<file path="config.mk">
export PLATFORM = sky130hd
export DESIGN_NAME = html_text_extractor_core_flat
export DESIGN_NICKNAME = d
export VERILOG_FILES = /design/src/sv/hte_pkg.sv /design/src/sv/hte_in_if.sv /design/src/sv/hte_out_if.sv /design/src/sv/html_text_extractor_core.sv /design/src/sv/hte_in_reg.sv /design/src/sv/hte_parser.sv /design/src/sv/hte_out_fifo.sv /design/src/flat_wrapper.sv
export SDC_FILE = /design/constraint.sdc
export NUM_CORES = 1
export LEC_CHECK = 0
export BUFFER_PORTS_ARGS = -buffer_cell sky130_fd_sc_hd__buf_2
export CAP_MARGIN = 20
export CORE_ASPECT_RATIO = 2
export CORE_MARGIN = 1
export CORE_UTILIZATION = 61
export DETAILED_ROUTE_END_ITERATION = 10
export HOLD_SLACK_MARGIN = 0.03
export MAX_ROUTING_LAYER = met4
export PLACE_DENSITY = 0.88
export SLEW_MARGIN = 20
export SYNTH_ARGS = -nofsm -noshare
export SYNTH_HDL_FRONTEND = slang
export SYNTH_HIERARCHICAL = 1
export SYNTH_SLANG_ARGS = --single-unit
export TNS_END_PERCENT = 20
</file>
<file path="constraint.sdc">
create_clock -name clk_i -period 4.95 [get_ports clk_i]
set_input_delay 0.99 -clock clk_i [delete_from_list [all_inputs] [get_ports clk_i]]
set_output_delay 0.99 -clock clk_i [all_outputs]
set_load 0.05 [all_outputs]
</file>
<file path="src/sv/hte_pkg.sv">
`default_nettype none

package hte_pkg;

  // one accepted input byte
  typedef struct packed {
    logic [7:0] byte_in;
    logic       last_byte;
  } hte_item_t;

  // one result item
  typedef struct packed {
    logic [7:0] char_out;
    logic       error;
    logic       last_of_run;
  } hte_result_t;

  // results from one parsed byte, res0 goes out first
  typedef struct packed {
    logic [1:0]  count;
    hte_result_t res1;
    hte_result_t res0;
  } hte_push_t;

  localparam int unsigned ResultQDepth = 4;

  localparam logic [7:0] CharSpace   = " ";
  localparam logic [7:0] CharLess    = "<";
  localparam logic [7:0] CharGreater = ">";
  localparam logic [7:0] CharAmp     = "&";
  localparam logic [7:0] CharSemi    = ";";
  localparam logic [7:0] CharSlash   = "/";
  localparam logic [7:0] CharNull    = 8'h00;
  localparam logic [7:0] PrintLow    = 8'h20;
  localparam logic [7:0] PrintHigh   = 8'h7E;

  localparam logic [2:0] ScriptLen   = 3'd6;
  localparam logic [2:0] StyleLen    = 3'd5;
  localparam logic [3:0] EndScriptLen = 4'd9;
  localparam logic [3:0] EndStyleLen  = 4'd8;

  function automatic logic [7:0] script_at(input logic [2:0] pos);
    logic [7:0] ch;
    case (pos)
      3'd0:    ch = "s";
      3'd1:    ch = "c";
      3'd2:    ch = "r";
      3'd3:    ch = "i";
      3'd4:    ch = "p";
      3'd5:    ch = "t";
      default: ch = CharNull;
    endcase
    return ch;
  endfunction

  function automatic logic [7:0] style_at(input logic [2:0] pos);
    logic [7:0] ch;
    case (pos)
      3'd0:    ch = "s";
      3'd1:    ch = "t";
      3'd2:    ch = "y";
      3'd3:    ch = "l";
      3'd4:    ch = "e";
      default: ch = CharNull;
    endcase
    return ch;
  endfunction

  function automatic logic [7:0] end_script_at(input logic [3:0] pos);
    logic [7:0] ch;
    case (pos)
      4'd0:    ch = CharLess;
      4'd1:    ch = CharSlash;
      4'd2:    ch = "s";
      4'd3:    ch = "c";
      4'd4:    ch = "r";
      4'd5:    ch = "i";
      4'd6:    ch = "p";
      4'd7:    ch = "t";
      4'd8:    ch = CharGreater;
      default: ch = CharNull;
    endcase
    return ch;
  endfunction

  function automatic logic [7:0] end_style_at(input logic [3:0] pos);
    logic [7:0] ch;
    case (pos)
      4'd0:    ch = CharLess;
      4'd1:    ch = CharSlash;
      4'd2:    ch = "s";
      4'd3:    ch = "t";
      4'd4:    ch = "y";
      4'd5:    ch = "l";
      4'd6:    ch = "e";
      4'd7:    ch = CharGreater;
      default: ch = CharNull;
    endcase
    return ch;
  endfunction

endpackage

`default_nettype wire

</file>
<file path="src/sv/hte_in_if.sv">
`default_nettype none

interface hte_in_if;
  logic       valid;
  logic       ready;
  logic [7:0] byte_in;
  logic       last_byte;

  modport source (output valid, output byte_in, output last_byte, input ready);
  modport sink (input valid, input byte_in, input last_byte, output ready);
endinterface

`default_nettype wire

</file>
<file path="src/sv/hte_out_if.sv">
`default_nettype none

interface hte_out_if;
  logic       valid;
  logic       ready;
  logic [7:0] char_out;
  logic       error;
  logic       last_of_run;

  modport source (output valid, output char_out, output error, output last_of_run,
                  input ready);
  modport sink (input valid, input char_out, input error, input last_of_run,
                output ready);
endinterface

`default_nettype wire

</file>
<file path="src/sv/html_text_extractor_core.sv">
`default_nettype none

// Streaming HTML visible-text extractor. Takes one document byte per cycle
// while the result queue has room and delivers the extracted characters, one
// result per cycle on the output channel while the sink is ready. A byte is
// held in the input register, parsed in the following cycle by single-level
// state logic, and its results (none, one, or two for the byte that closes a
// script or style block) are written into a four-entry result queue, so the
// first result of a byte passes the input register and the queue before it
// appears. Sustained rate is one byte per cycle while the sink takes one
// result per cycle; the second result of a byte that yields two waits in the
// queue. Input is stalled only when the queue holds more than two results.
// At most EntityScanLimit-1 bytes after '&' may precede ';'.
module html_text_extractor_core #(
  parameter int unsigned EntityScanLimit = 10
) (
  input  wire logic clk_i,
  input  wire logic rst_ni,
  hte_in_if.sink    in_i,
  hte_out_if.source out_o
);

  hte_pkg::hte_item_t item;
  logic               item_valid;
  logic               take;
  logic               room;
  hte_pkg::hte_push_t push;

  hte_in_reg u_in_reg (
    .clk_i   (clk_i),
    .rst_ni  (rst_ni),
    .in_i    (in_i),
    .take_i  (take),
    .item_o  (item),
    .valid_o (item_valid)
  );

  hte_parser #(
    .EntityScanLimit (EntityScanLimit)
  ) u_parser (
    .clk_i   (clk_i),
    .rst_ni  (rst_ni),
    .valid_i (item_valid),
    .item_i  (item),
    .room_i  (room),
    .take_o  (take),
    .push_o  (push)
  );

  hte_out_fifo u_out_fifo (
    .clk_i  (clk_i),
    .rst_ni (rst_ni),
    .push_i (push),
    .room_o (room),
    .out_o  (out_o)
  );

endmodule

`default_nettype wire

</file>
<file path="src/sv/hte_in_reg.sv">
`default_nettype none

module hte_in_reg (
  input  wire logic          clk_i,
  input  wire logic          rst_ni,
  hte_in_if.sink             in_i,
  input  wire logic          take_i,
  output hte_pkg::hte_item_t item_o,
  output logic               valid_o
);

  logic               valid_q, valid_d;
  hte_pkg::hte_item_t item_q;
  logic               accept;

  // refill in the same cycle the parser consumes the held byte
  assign in_i.ready = !valid_q || take_i;
  assign accept     = in_i.valid && in_i.ready;

  always_comb begin
    valid_d = valid_q;
    if (in_i.ready) begin
      valid_d = in_i.valid;
    end
  end

  always_ff @(posedge clk_i or negedge rst_ni) begin
    if (!rst_ni) begin
      valid_q <= 1'b0;
    end else begin
      valid_q <= valid_d;
    end
  end

  always_ff @(posedge clk_i) begin
    if (accept) begin
      item_q.byte_in   <= in_i.byte_in;
      item_q.last_byte <= in_i.last_byte;
    end
  end

  assign item_o  = item_q;
  assign valid_o = valid_q;

endmodule

`default_nettype wire

</file>
<file path="src/sv/hte_parser.sv">
`default_nettype none

module hte_parser #(
  parameter int unsigned EntityScanLimit = 10
) (
  input  wire logic                clk_i,
  input  wire logic                rst_ni,
  input  wire logic                valid_i,
  input  wire hte_pkg::hte_item_t  item_i,
  input  wire logic                room_i,
  output logic                     take_o,
  output hte_pkg::hte_push_t       push_o
);

  localparam int unsigned CntW = $clog2(EntityScanLimit);

  localparam logic [2:0] ModeText   = 3'd0;
  localparam logic [2:0] ModeHead   = 3'd1;
  localparam logic [2:0] ModeTag    = 3'd2;
  localparam logic [2:0] ModeScript = 3'd3;
  localparam logic [2:0] ModeStyle  = 3'd4;
  localparam logic [2:0] ModeEntity = 3'd5;
  localparam logic [2:0] ModeError  = 3'd6;

  localparam logic [2:0] NameNone = 3'd0;
  localparam logic [2:0] NameL    = 3'd1;
  localparam logic [2:0] NameLt   = 3'd2;
  localparam logic [2:0] NameG    = 3'd3;
  localparam logic [2:0] NameGt   = 3'd4;
  localparam logic [2:0] NameA    = 3'd5;
  localparam logic [2:0] NameAm   = 3'd6;
  localparam logic [2:0] NameAmp  = 3'd7;

  function automatic logic [2:0] name_next(input logic [2:0] st, input logic empty,
                                           input logic [7:0] ch);
    logic [2:0] nx;
    nx = NameNone;
    if (empty) begin
      if (ch == "l") nx = NameL;
      else if (ch == "g") nx = NameG;
      else if (ch == "a") nx = NameA;
    end else begin
      if (st == NameL && ch == "t") nx = NameLt;
      else if (st == NameG && ch == "t") nx = NameGt;
      else if (st == NameA && ch == "m") nx = NameAm;
      else if (st == NameAm && ch == "p") nx = NameAmp;
    end
    return nx;
  endfunction

  logic [2:0]      mode_q, mode_d;
  logic [2:0]      head_pos_q, head_pos_d;
  logic [1:0]      head_cand_q, head_cand_d;
  logic [3:0]      close_pos_q, close_pos_d;
  logic [CntW-1:0] ent_cnt_q, ent_cnt_d;
  logic [2:0]      ent_name_q, ent_name_d;

  logic [7:0]      b;
  logic            lst;
  logic            clr;
  logic [1:0]      cand;
  logic [2:0]      p1;
  logic [3:0]      q1;
  logic [CntW:0]   cnt1;
  logic            empty;
  logic [1:0]      e_cnt;
  logic [7:0]      e_char;
  logic            e_err;
  logic            l_emit;
  logic [7:0]      l_char;
  logic            l_err;
  logic [1:0]      n_res;

  assign take_o = valid_i && room_i;

  always_comb begin
    b           = item_i.byte_in;
    lst         = item_i.last_byte;
    mode_d      = mode_q;
    head_pos_d  = head_pos_q;
    head_cand_d = head_cand_q;
    close_pos_d = close_pos_q;
    ent_cnt_d   = ent_cnt_q;
    ent_name_d  = ent_name_q;
    clr         = 1'b0;
    cand        = 2'b00;
    p1          = head_pos_q + 3'd1;
    q1          = close_pos_q + 4'd1;
    cnt1        = {1'b0, ent_cnt_q} + (CntW + 1)'(1);
    empty       = (ent_cnt_q == '0);
    e_cnt       = 2'd0;
    e_char      = hte_pkg::CharSpace;
    e_err       = 1'b0;
    l_emit      = 1'b0;
    l_char      = hte_pkg::CharSpace;
    l_err       = 1'b0;

    case (mode_q)
      ModeText: begin
        if (b == hte_pkg::CharLess) begin
          mode_d      = ModeHead;
          head_pos_d  = 3'd0;
          head_cand_d = 2'b11;
        end else if (b == hte_pkg::CharAmp) begin
          mode_d     = ModeEntity;
          ent_cnt_d  = '0;
          ent_name_d = NameNone;
        end else if (b >= hte_pkg::PrintLow && b <= hte_pkg::PrintHigh) begin
          e_cnt  = 2'd1;
          e_char = b;
        end
      end
      ModeHead: begin
        if (head_cand_q[0] && head_pos_q < hte_pkg::ScriptLen &&
            b == hte_pkg::script_at(head_pos_q)) begin
          cand[0] = 1'b1;
        end
        if (head_cand_q[1] && head_pos_q < hte_pkg::StyleLen &&
            b == hte_pkg::style_at(head_pos_q)) begin
          cand[1] = 1'b1;
        end
        if (cand == 2'b00) begin
          if (b == hte_pkg::CharGreater) begin
            e_cnt  = 2'd1;
            mode_d = ModeText;
            clr    = 1'b1;
          end else begin
            mode_d = ModeTag;
          end
        end else if (cand[0] && p1 >= hte_pkg::ScriptLen) begin
          mode_d      = ModeScript;
          close_pos_d = 4'd0;
        end else if (cand[1] && p1 >= hte_pkg::StyleLen) begin
          mode_d      = ModeStyle;
          close_pos_d = 4'd0;
        end else begin
          head_pos_d  = p1;
          head_cand_d = cand;
        end
      end
      ModeTag: begin
        if (b == hte_pkg::CharGreater) begin
          e_cnt  = 2'd1;
          mode_d = ModeText;
          clr    = 1'b1;
        end
      end
      ModeScript: begin
        if (close_pos_q < hte_pkg::EndScriptLen &&
            b == hte_pkg::end_script_at(close_pos_q)) begin
          if (q1 >= hte_pkg::EndScriptLen) begin
            e_cnt  = 2'd2;
            mode_d = ModeText;
            clr    = 1'b1;
          end else begin
            close_pos_d = q1;
          end
        end else begin
          close_pos_d = (b == hte_pkg::CharLess) ? 4'd1 : 4'd0;
        end
      end
      ModeStyle: begin
        if (close_pos_q < hte_pkg::EndStyleLen &&
            b == hte_pkg::end_style_at(close_pos_q)) begin
          if (q1 >= hte_pkg::EndStyleLen) begin
            e_cnt  = 2'd2;
            mode_d = ModeText;
            clr    = 1'b1;
          end else begin
            close_pos_d = q1;
          end
        end else begin
          close_pos_d = (b == hte_pkg::CharLess) ? 4'd1 : 4'd0;
        end
      end
      ModeEntity: begin
        if (b == hte_pkg::CharSemi) begin
          e_cnt = 2'd1;
          clr   = 1'b1;
          if (!empty && ent_name_q == NameLt) begin
            e_char = hte_pkg::CharLess;
            mode_d = ModeText;
          end else if (!empty && ent_name_q == NameGt) begin
            e_char = hte_pkg::CharGreater;
            mode_d = ModeText;
          end else if (!empty && ent_name_q == NameAmp) begin
            e_char = hte_pkg::CharAmp;
            mode_d = ModeText;
          end else begin
            e_char = hte_pkg::CharNull;
            e_err  = 1'b1;
            mode_d = ModeError;
          end
        end else if (cnt1 >= (CntW + 1)'(EntityScanLimit)) begin
          e_cnt  = 2'd1;
          e_char = hte_pkg::CharNull;
          e_err  = 1'b1;
          mode_d = ModeError;
          clr    = 1'b1;
        end else begin
          ent_name_d = name_next(ent_name_q, empty, b);
          ent_cnt_d  = cnt1[CntW-1:0];
        end
      end
      default: begin
        mode_d = ModeError;
      end
    endcase

    // end of document: close whatever is still open
    if (lst) begin
      if (mode_d == ModeHead || mode_d == ModeTag || mode_d == ModeScript ||
          mode_d == ModeStyle) begin
        l_emit = 1'b1;
      end else if (mode_d == ModeEntity) begin
        l_emit = 1'b1;
        l_char = hte_pkg::CharNull;
        l_err  = 1'b1;
      end
      mode_d = ModeText;
      clr    = 1'b1;
    end

    if (clr) begin
      head_pos_d  = 3'd0;
      head_cand_d = 2'b11;
      close_pos_d = 4'd0;
      ent_cnt_d   = '0;
      ent_name_d  = NameNone;
    end
  end

  assign n_res = e_cnt + {1'b0, l_emit};

  always_comb begin
    push_o.count = take_o ? n_res : 2'd0;
    if (e_cnt != 2'd0) begin
      push_o.res0.char_out = e_char;
      push_o.res0.error    = e_err;
    end else begin
      push_o.res0.char_out = l_char;
      push_o.res0.error    = l_err;
    end
    if (e_cnt == 2'd2) begin
      push_o.res1.char_out = e_char;
      push_o.res1.error    = e_err;
    end else begin
      push_o.res1.char_out = l_char;
      push_o.res1.error    = l_err;
    end
    push_o.res0.last_of_run = (n_res == 2'd1);
    push_o.res1.last_of_run = (n_res == 2'd2);
  end

  always_ff @(posedge clk_i or negedge rst_ni) begin
    if (!rst_ni) begin
      mode_q      <= ModeText;
      head_pos_q  <= 3'd0;
      head_cand_q <= 2'b11;
      close_pos_q <= 4'd0;
      ent_cnt_q   <= '0;
      ent_name_q  <= NameNone;
    end else if (take_o) begin
      mode_q      <= mode_d;
      head_pos_q  <= head_pos_d;
      head_cand_q <= head_cand_d;
      close_pos_q <= close_pos_d;
      ent_cnt_q   <= ent_cnt_d;
      ent_name_q  <= ent_name_d;
    end
  end

  a_last_resets: assert property (@(posedge clk_i) disable iff (!rst_ni)
    take_o && item_i.last_byte |=> mode_q == ModeText && ent_cnt_q == '0 &&
                                   close_pos_q == 4'd0)
    else $error("state not cleared after last byte");

  a_two_only_on_close: assert property (@(posedge clk_i) disable iff (!rst_ni)
    push_o.count == 2'd2 |-> (mode_q == ModeScript || mode_q == ModeStyle) &&
                             !push_o.res0.error && !push_o.res1.error)
    else $error("double result outside a closing script or style tag");

endmodule

`default_nettype wire

</file>
<file path="src/sv/hte_out_fifo.sv">
`default_nettype none

module hte_out_fifo (
  input  wire logic               clk_i,
  input  wire logic               rst_ni,
  input  wire hte_pkg::hte_push_t push_i,
  output logic                    room_o,
  hte_out_if.source               out_o
);

  localparam int unsigned Depth = hte_pkg::ResultQDepth;
  localparam int unsigned PtrW  = $clog2(Depth);
  localparam int unsigned CntW  = $clog2(Depth + 1);

  hte_pkg::hte_result_t mem [Depth];
  logic [PtrW-1:0]      wptr_q, wptr_d;
  logic [PtrW-1:0]      rptr_q, rptr_d;
  logic [CntW-1:0]      cnt_q, cnt_d;
  logic                 pop;
  hte_pkg::hte_result_t head;

  assign pop    = out_o.valid && out_o.ready;
  // room for the largest burst one byte can cause
  assign room_o = cnt_q <= CntW'(Depth - 2);

  always_comb begin
    wptr_d = PtrW'(wptr_q + PtrW'(push_i.count));
    rptr_d = PtrW'(rptr_q + PtrW'(pop));
    cnt_d  = CntW'(cnt_q + CntW'(push_i.count) - CntW'(pop));
  end

  always_ff @(posedge clk_i or negedge rst_ni) begin
    if (!rst_ni) begin
      wptr_q <= '0;
      rptr_q <= '0;
      cnt_q  <= '0;
    end else begin
      wptr_q <= wptr_d;
      rptr_q <= rptr_d;
      cnt_q  <= cnt_d;
    end
  end

  always_ff @(posedge clk_i) begin
    if (push_i.count != 2'd0) begin
      mem[wptr_q] <= push_i.res0;
    end
    if (push_i.count == 2'd2) begin
      mem[PtrW'(wptr_q + PtrW'(1))] <= push_i.res1;
    end
  end

  assign head              = mem[rptr_q];
  assign out_o.valid       = (cnt_q != '0);
  assign out_o.char_out    = head.char_out;
  assign out_o.error       = head.error;
  assign out_o.last_of_run = head.last_of_run;

  a_no_overflow: assert property (@(posedge clk_i) disable iff (!rst_ni)
    push_i.count != 2'd0 |-> room_o && push_i.count != 2'd3)
    else $error("result queue written without room");

  a_count_tracks: assert property (@(posedge clk_i) disable iff (!rst_ni)
    cnt_q <= CntW'(Depth) && (cnt_q == '0 || cnt_q == CntW'(Depth) ||
                              PtrW'(rptr_q + PtrW'(cnt_q)) == wptr_q))
    else $error("result queue count out of step with pointers");

endmodule

`default_nettype wire
</file>
<file path="src/flat_wrapper.sv">
// flat-port wrapper written by rule: the top's interface ports become plain ports
module html_text_extractor_core_flat 
#(
  parameter int unsigned EntityScanLimit = 10
)
  (clk_i, rst_ni, in_i_valid, in_i_byte_in, in_i_last_byte, in_i_ready, out_o_valid, out_o_char_out, out_o_error, out_o_last_of_run, out_o_ready);
  hte_in_if in_i_i ();
  hte_out_if out_o_i ();
  input  wire logic clk_i;
  input  wire logic rst_ni;
  input wire logic [$bits(in_i_i.valid)-1:0] in_i_valid;
  input wire logic [$bits(in_i_i.byte_in)-1:0] in_i_byte_in;
  input wire logic [$bits(in_i_i.last_byte)-1:0] in_i_last_byte;
  output wire logic [$bits(in_i_i.ready)-1:0] in_i_ready;
  output wire logic [$bits(out_o_i.valid)-1:0] out_o_valid;
  output wire logic [$bits(out_o_i.char_out)-1:0] out_o_char_out;
  output wire logic [$bits(out_o_i.error)-1:0] out_o_error;
  output wire logic [$bits(out_o_i.last_of_run)-1:0] out_o_last_of_run;
  input wire logic [$bits(out_o_i.ready)-1:0] out_o_ready;
  assign in_i_i.valid = in_i_valid;
  assign in_i_i.byte_in = in_i_byte_in;
  assign in_i_i.last_byte = in_i_last_byte;
  assign in_i_ready = in_i_i.ready;
  assign out_o_valid = out_o_i.valid;
  assign out_o_char_out = out_o_i.char_out;
  assign out_o_error = out_o_i.error;
  assign out_o_last_of_run = out_o_i.last_of_run;
  assign out_o_i.ready = out_o_ready;
  html_text_extractor_core #(.EntityScanLimit(EntityScanLimit)) u_core (.clk_i(clk_i), .rst_ni(rst_ni), .in_i(in_i_i), .out_o(out_o_i));
endmodule
</file>
==> flow_metrics.py <==
metrics = {
    "global_route": {
        "antenna_found_initial": 0,
        "grt.overflow.total": 0,
        "track_usage_pct": 28.38,
        "grt_max_degree": 28,
        "grt_pass1_wl_um": 20840,
        "grt_pass1_vias": 4452,
    },
    "flow_run": {
        "max-cap-violations": 0,
    },
    "clocking": {
        "cts_max_level": 3,
        "tritoncts": "yes",
        "clockBufferDepth": 2,
        "clock-root-buffer": "clkbuf_16",
        "cts.sinks": 76,
        "clk_pin_slew_ps": 60,
        "hold_buffers": 0,
        "cts_buffers": 9,
        "clock_latency_ps": 340,
    },
    "critical_path": {
        "cp-start-kind": "flop",
        "cpMaxStageDelayCell": "nor2_1",
        "critical_path_class": "reg -> reg",
        "crit_top_cell": "ha_1",
        "cp.arrival_ps": 4600,
        "crit_required_ps": 4900,
        "critPathMaxFanout": 10,
        "slowest_delay_ps": 750,
        "cp-end-kind": "flop",
        "regToRegSetupSlack_ps": 310,
        "crit_chain": "ha_1, ha_1, a21o_1, a21oi_1, xnor2_1, nor3_1, buf_4, a22o_1, nor4_4, nor3b_2, a211oi_1, ha_1, xnor2_1, nor2_1, buf_4, mux2i_1, nor2_1",
    },
    "floorplan": {
        "fp.dieH_um": 138.1,
        "rows": 49,
        "initial_core_util_pct": 62.67,
        "ioPinCount": 25,
        "core_area_um2": 9012,
        "design.die.area_um2": 9671,
        "die_w_um": 70.04,
    },
    "place": {
        "place_ws_ps": 297.4,
        "dp_hpwl_um": 9734,
        "dp_cells": 637,
        "place.gp.congestion": 0.9695,
        "numPortBuffers": 24,
        "place_area_um2": 5871,
    },
    "logic_synthesis": {
        "syn_inst": 519,
        "avgSynthCellArea_um2": 10.88,
        "seq_area_frac_synth_pct": 38.06,
        "synth_seq_cells": 76,
        "synth_ff_type": "edfxtp_1",
        "netlist_area_um2": 5648,
        "async_flop_share_pct": 35.53,
        "yosys_warnings": 6,
        "ys_types": 89,
        "synth_edf_count": 49,
    },
    "worst_hold_path": {
        "min_path_type": "reg -> reg",
    },
    "sta": {
        "max_clock_freq_mhz": 215.3,
        "fin_crit_ps": 4644,
        "finalHoldViolCount": 0,
        "relSlewSlack_pct": 35.47,
        "skew_ps": 7.158,
        "setup_ws_ps": 305.6,
        "fin_setup_tns_ps": 0,
        "rsz0062_at_grt": "false",
        "fin_crit_sh_pct": 93.83,
        "timing.hold.ws_ps": 498.5,
        "tightest_slew_ps": 964.4,
        "finalSetupViolations": 0,
        "final-max-slew-violation-count": 0,
    },
    "route": {
        "postRouteAntennaNets": 0,
        "num_vias": 4308,
        "routed_wl_um": 12900,
        "drt_first_pass_iters": 5,
        "drc": 0,
        "vias_per_cell": 6.587,
        "drt_iter0_drc": 301,
        "wl_per_cell_um": 19.72,
    },
    "cells_and_area": {
        "fin_area_um2": 6156,
        "fill_cells": 678,
        "fin_cells": 654,
        "area_growth_pct": 8.994,
        "layout_common_cells": "edfxtp_1, nor2_1, nand2_1, mux2_4",
        "final_layout_size_suffix_gt1_share_pct": 23.73,
        "mostFrequentLayoutCell": "edfxtp_1",
        "finalNetCount": 580,
        "insertedDiodeCount": 0,
    },
    "pwr": {
        "cellLeakagePower_nw": 2.408,
        "ir_drop_v": 0.0003388,
        "p_per_area_nw_per_um2": 441.1,
    },
    "run_status": {
        "outcome": "finished, final reports clean",
    },
}
## power breakdown
part / leakage, nW / internal, W / switching, W / total [W]
Sequential: 0.797 / 0.000829 / 0.000158 / 0.000987
Clock: 0.129 / 0.000351 / 0.000244 / 0.000595
Combinational: 1.48 / 0.000469 / 0.000665 / 0.00113
Total: 2.41 / 0.00165 / 0.00107 / 0.00272
## flip-flops by register name, indices dropped and copies added, names as in the netlist, 3 cells and up
name                         cells
u_core/u_parser/mode_q           3
u_core/u_parser/close_pos_q      4
u_core/u_in_reg/item_o           9
u_core/u_parser/ent_name_q       3
u_core/u_out_fifo/cnt_q          3
u_core/u_parser/ent_cnt_q        4
u_core/u_parser/head_pos_q       3
u_core/u_out_fifo/mem           40
## final timing paths
kind                       cells past startpoint                        endpoint                           start
max in group asynchronous                      1   u_core/u_parser/head_pos_q[1]                          rst_ni
hold / removal                                 2  u_core/u_parser/head_cand_q[0]  u_core/u_parser/head_cand_q[0]
setup / recovery                              17     u_core/u_out_fifo/mem[1][5]   u_core/u_parser/head_pos_q[1]
min in group asynchronous                      1   u_core/u_parser/head_pos_q[2]                          rst_ni
hold reg to reg                                2  u_core/u_parser/head_cand_q[0]  u_core/u_parser/head_cand_q[0]
setup reg to reg                              17     u_core/u_out_fifo/mem[1][5]   u_core/u_parser/head_pos_q[1]
## what timing repair did
action	in CTS	in global routing
buffers inserted	0	1
gates resized for setup	0	2
setup endpoints to repair	0	57
## synthesized netlist by cell type (all sizes together), types with 3 or more instances
cell type  number  area share [%]
nor3           20             1.8
nor3b           4            0.62
a21o            5            0.66
buf            27             3.5
o31a            3            0.47
a21oi          19             1.8
xnor2          16             2.5
o21ai          16             1.5
a211oi          8             1.1
o21a            3            0.40
nand3b          3            0.40
dfrtp          25              11
and2            9             1.0
nand4           6            0.66
clkbuf         12            0.80
nand3           8            0.71
o32ai           5            0.78
o211ai          3            0.49
mux2i           5            0.89
and3            4            0.44
o22ai           3            0.33
nand2          31             2.1
nor2           33             2.2
mux2           42              10
or3             6            0.66
nor4b           9             1.7
o2bb2ai         4            0.62
xor2            5            0.78
or2             3            0.38
ha             19             4.2
nand2b          9             1.1
nor4            4            0.97
edfxtp         49              26
o31ai           7            0.93
inv            22             1.5
a22o            7             1.1
nor2b          16             1.9
mux4           10             4.0
## layer usage
layer	GRT usage, %	wire, um
met4	22.53	856
met1	26.37	4411
met2	50.00	7095
met5	-	0
met3	4.300	534
## worst max-delay path: cells and delay by family, from the launching register on
kind,cells,cell delay (ps)
AOI/OAI and AO/OA,4,630
xor gates and xnor gates,2,390
adders and majority gates,3,690
buffers and inverters,2,340
DFF,1,470
muxes,1,100
and+or+nand+nor,5,1620
## area by class of cell
| cell class | instances | area, um2 | share of cell area [%] |
|---|---|---|---|
| tap | 102 | 127.6 | 2.073 |
| timing repair buffer | 49 | 320.3 | 5.203 |
| inverter | 22 | 82.58 | 1.341 |
| clock buffer | 12 | 246.5 | 4.004 |
| multi-input combinational | 389 | 3203 | 52.03 |
| clock inverter | 4 | 25.02 | 0.4065 |
| sequential | 76 | 2151 | 34.94 |
## stage by stage
stage               power (W)  util, %
CTS                  0.002722    68.15
floorplan            0.001879        -
global route         0.002849    68.30
detailed placement   0.002117    65.14
finish               0.002715    68.30
global placement     0.002074    65.14
## kinds of logic after synthesis
group	Yosys count	share of synthesized area, %
flops	76	38.06
buf+inv	61	5.782
simple gates	176	18.85
mux	57	15.11
xor+xnor	21	3.256
other cells	1	0.06640
fa+ha+maj	20	4.564
compound gates	107	14.31
Power figures use the tool's default switching activity.
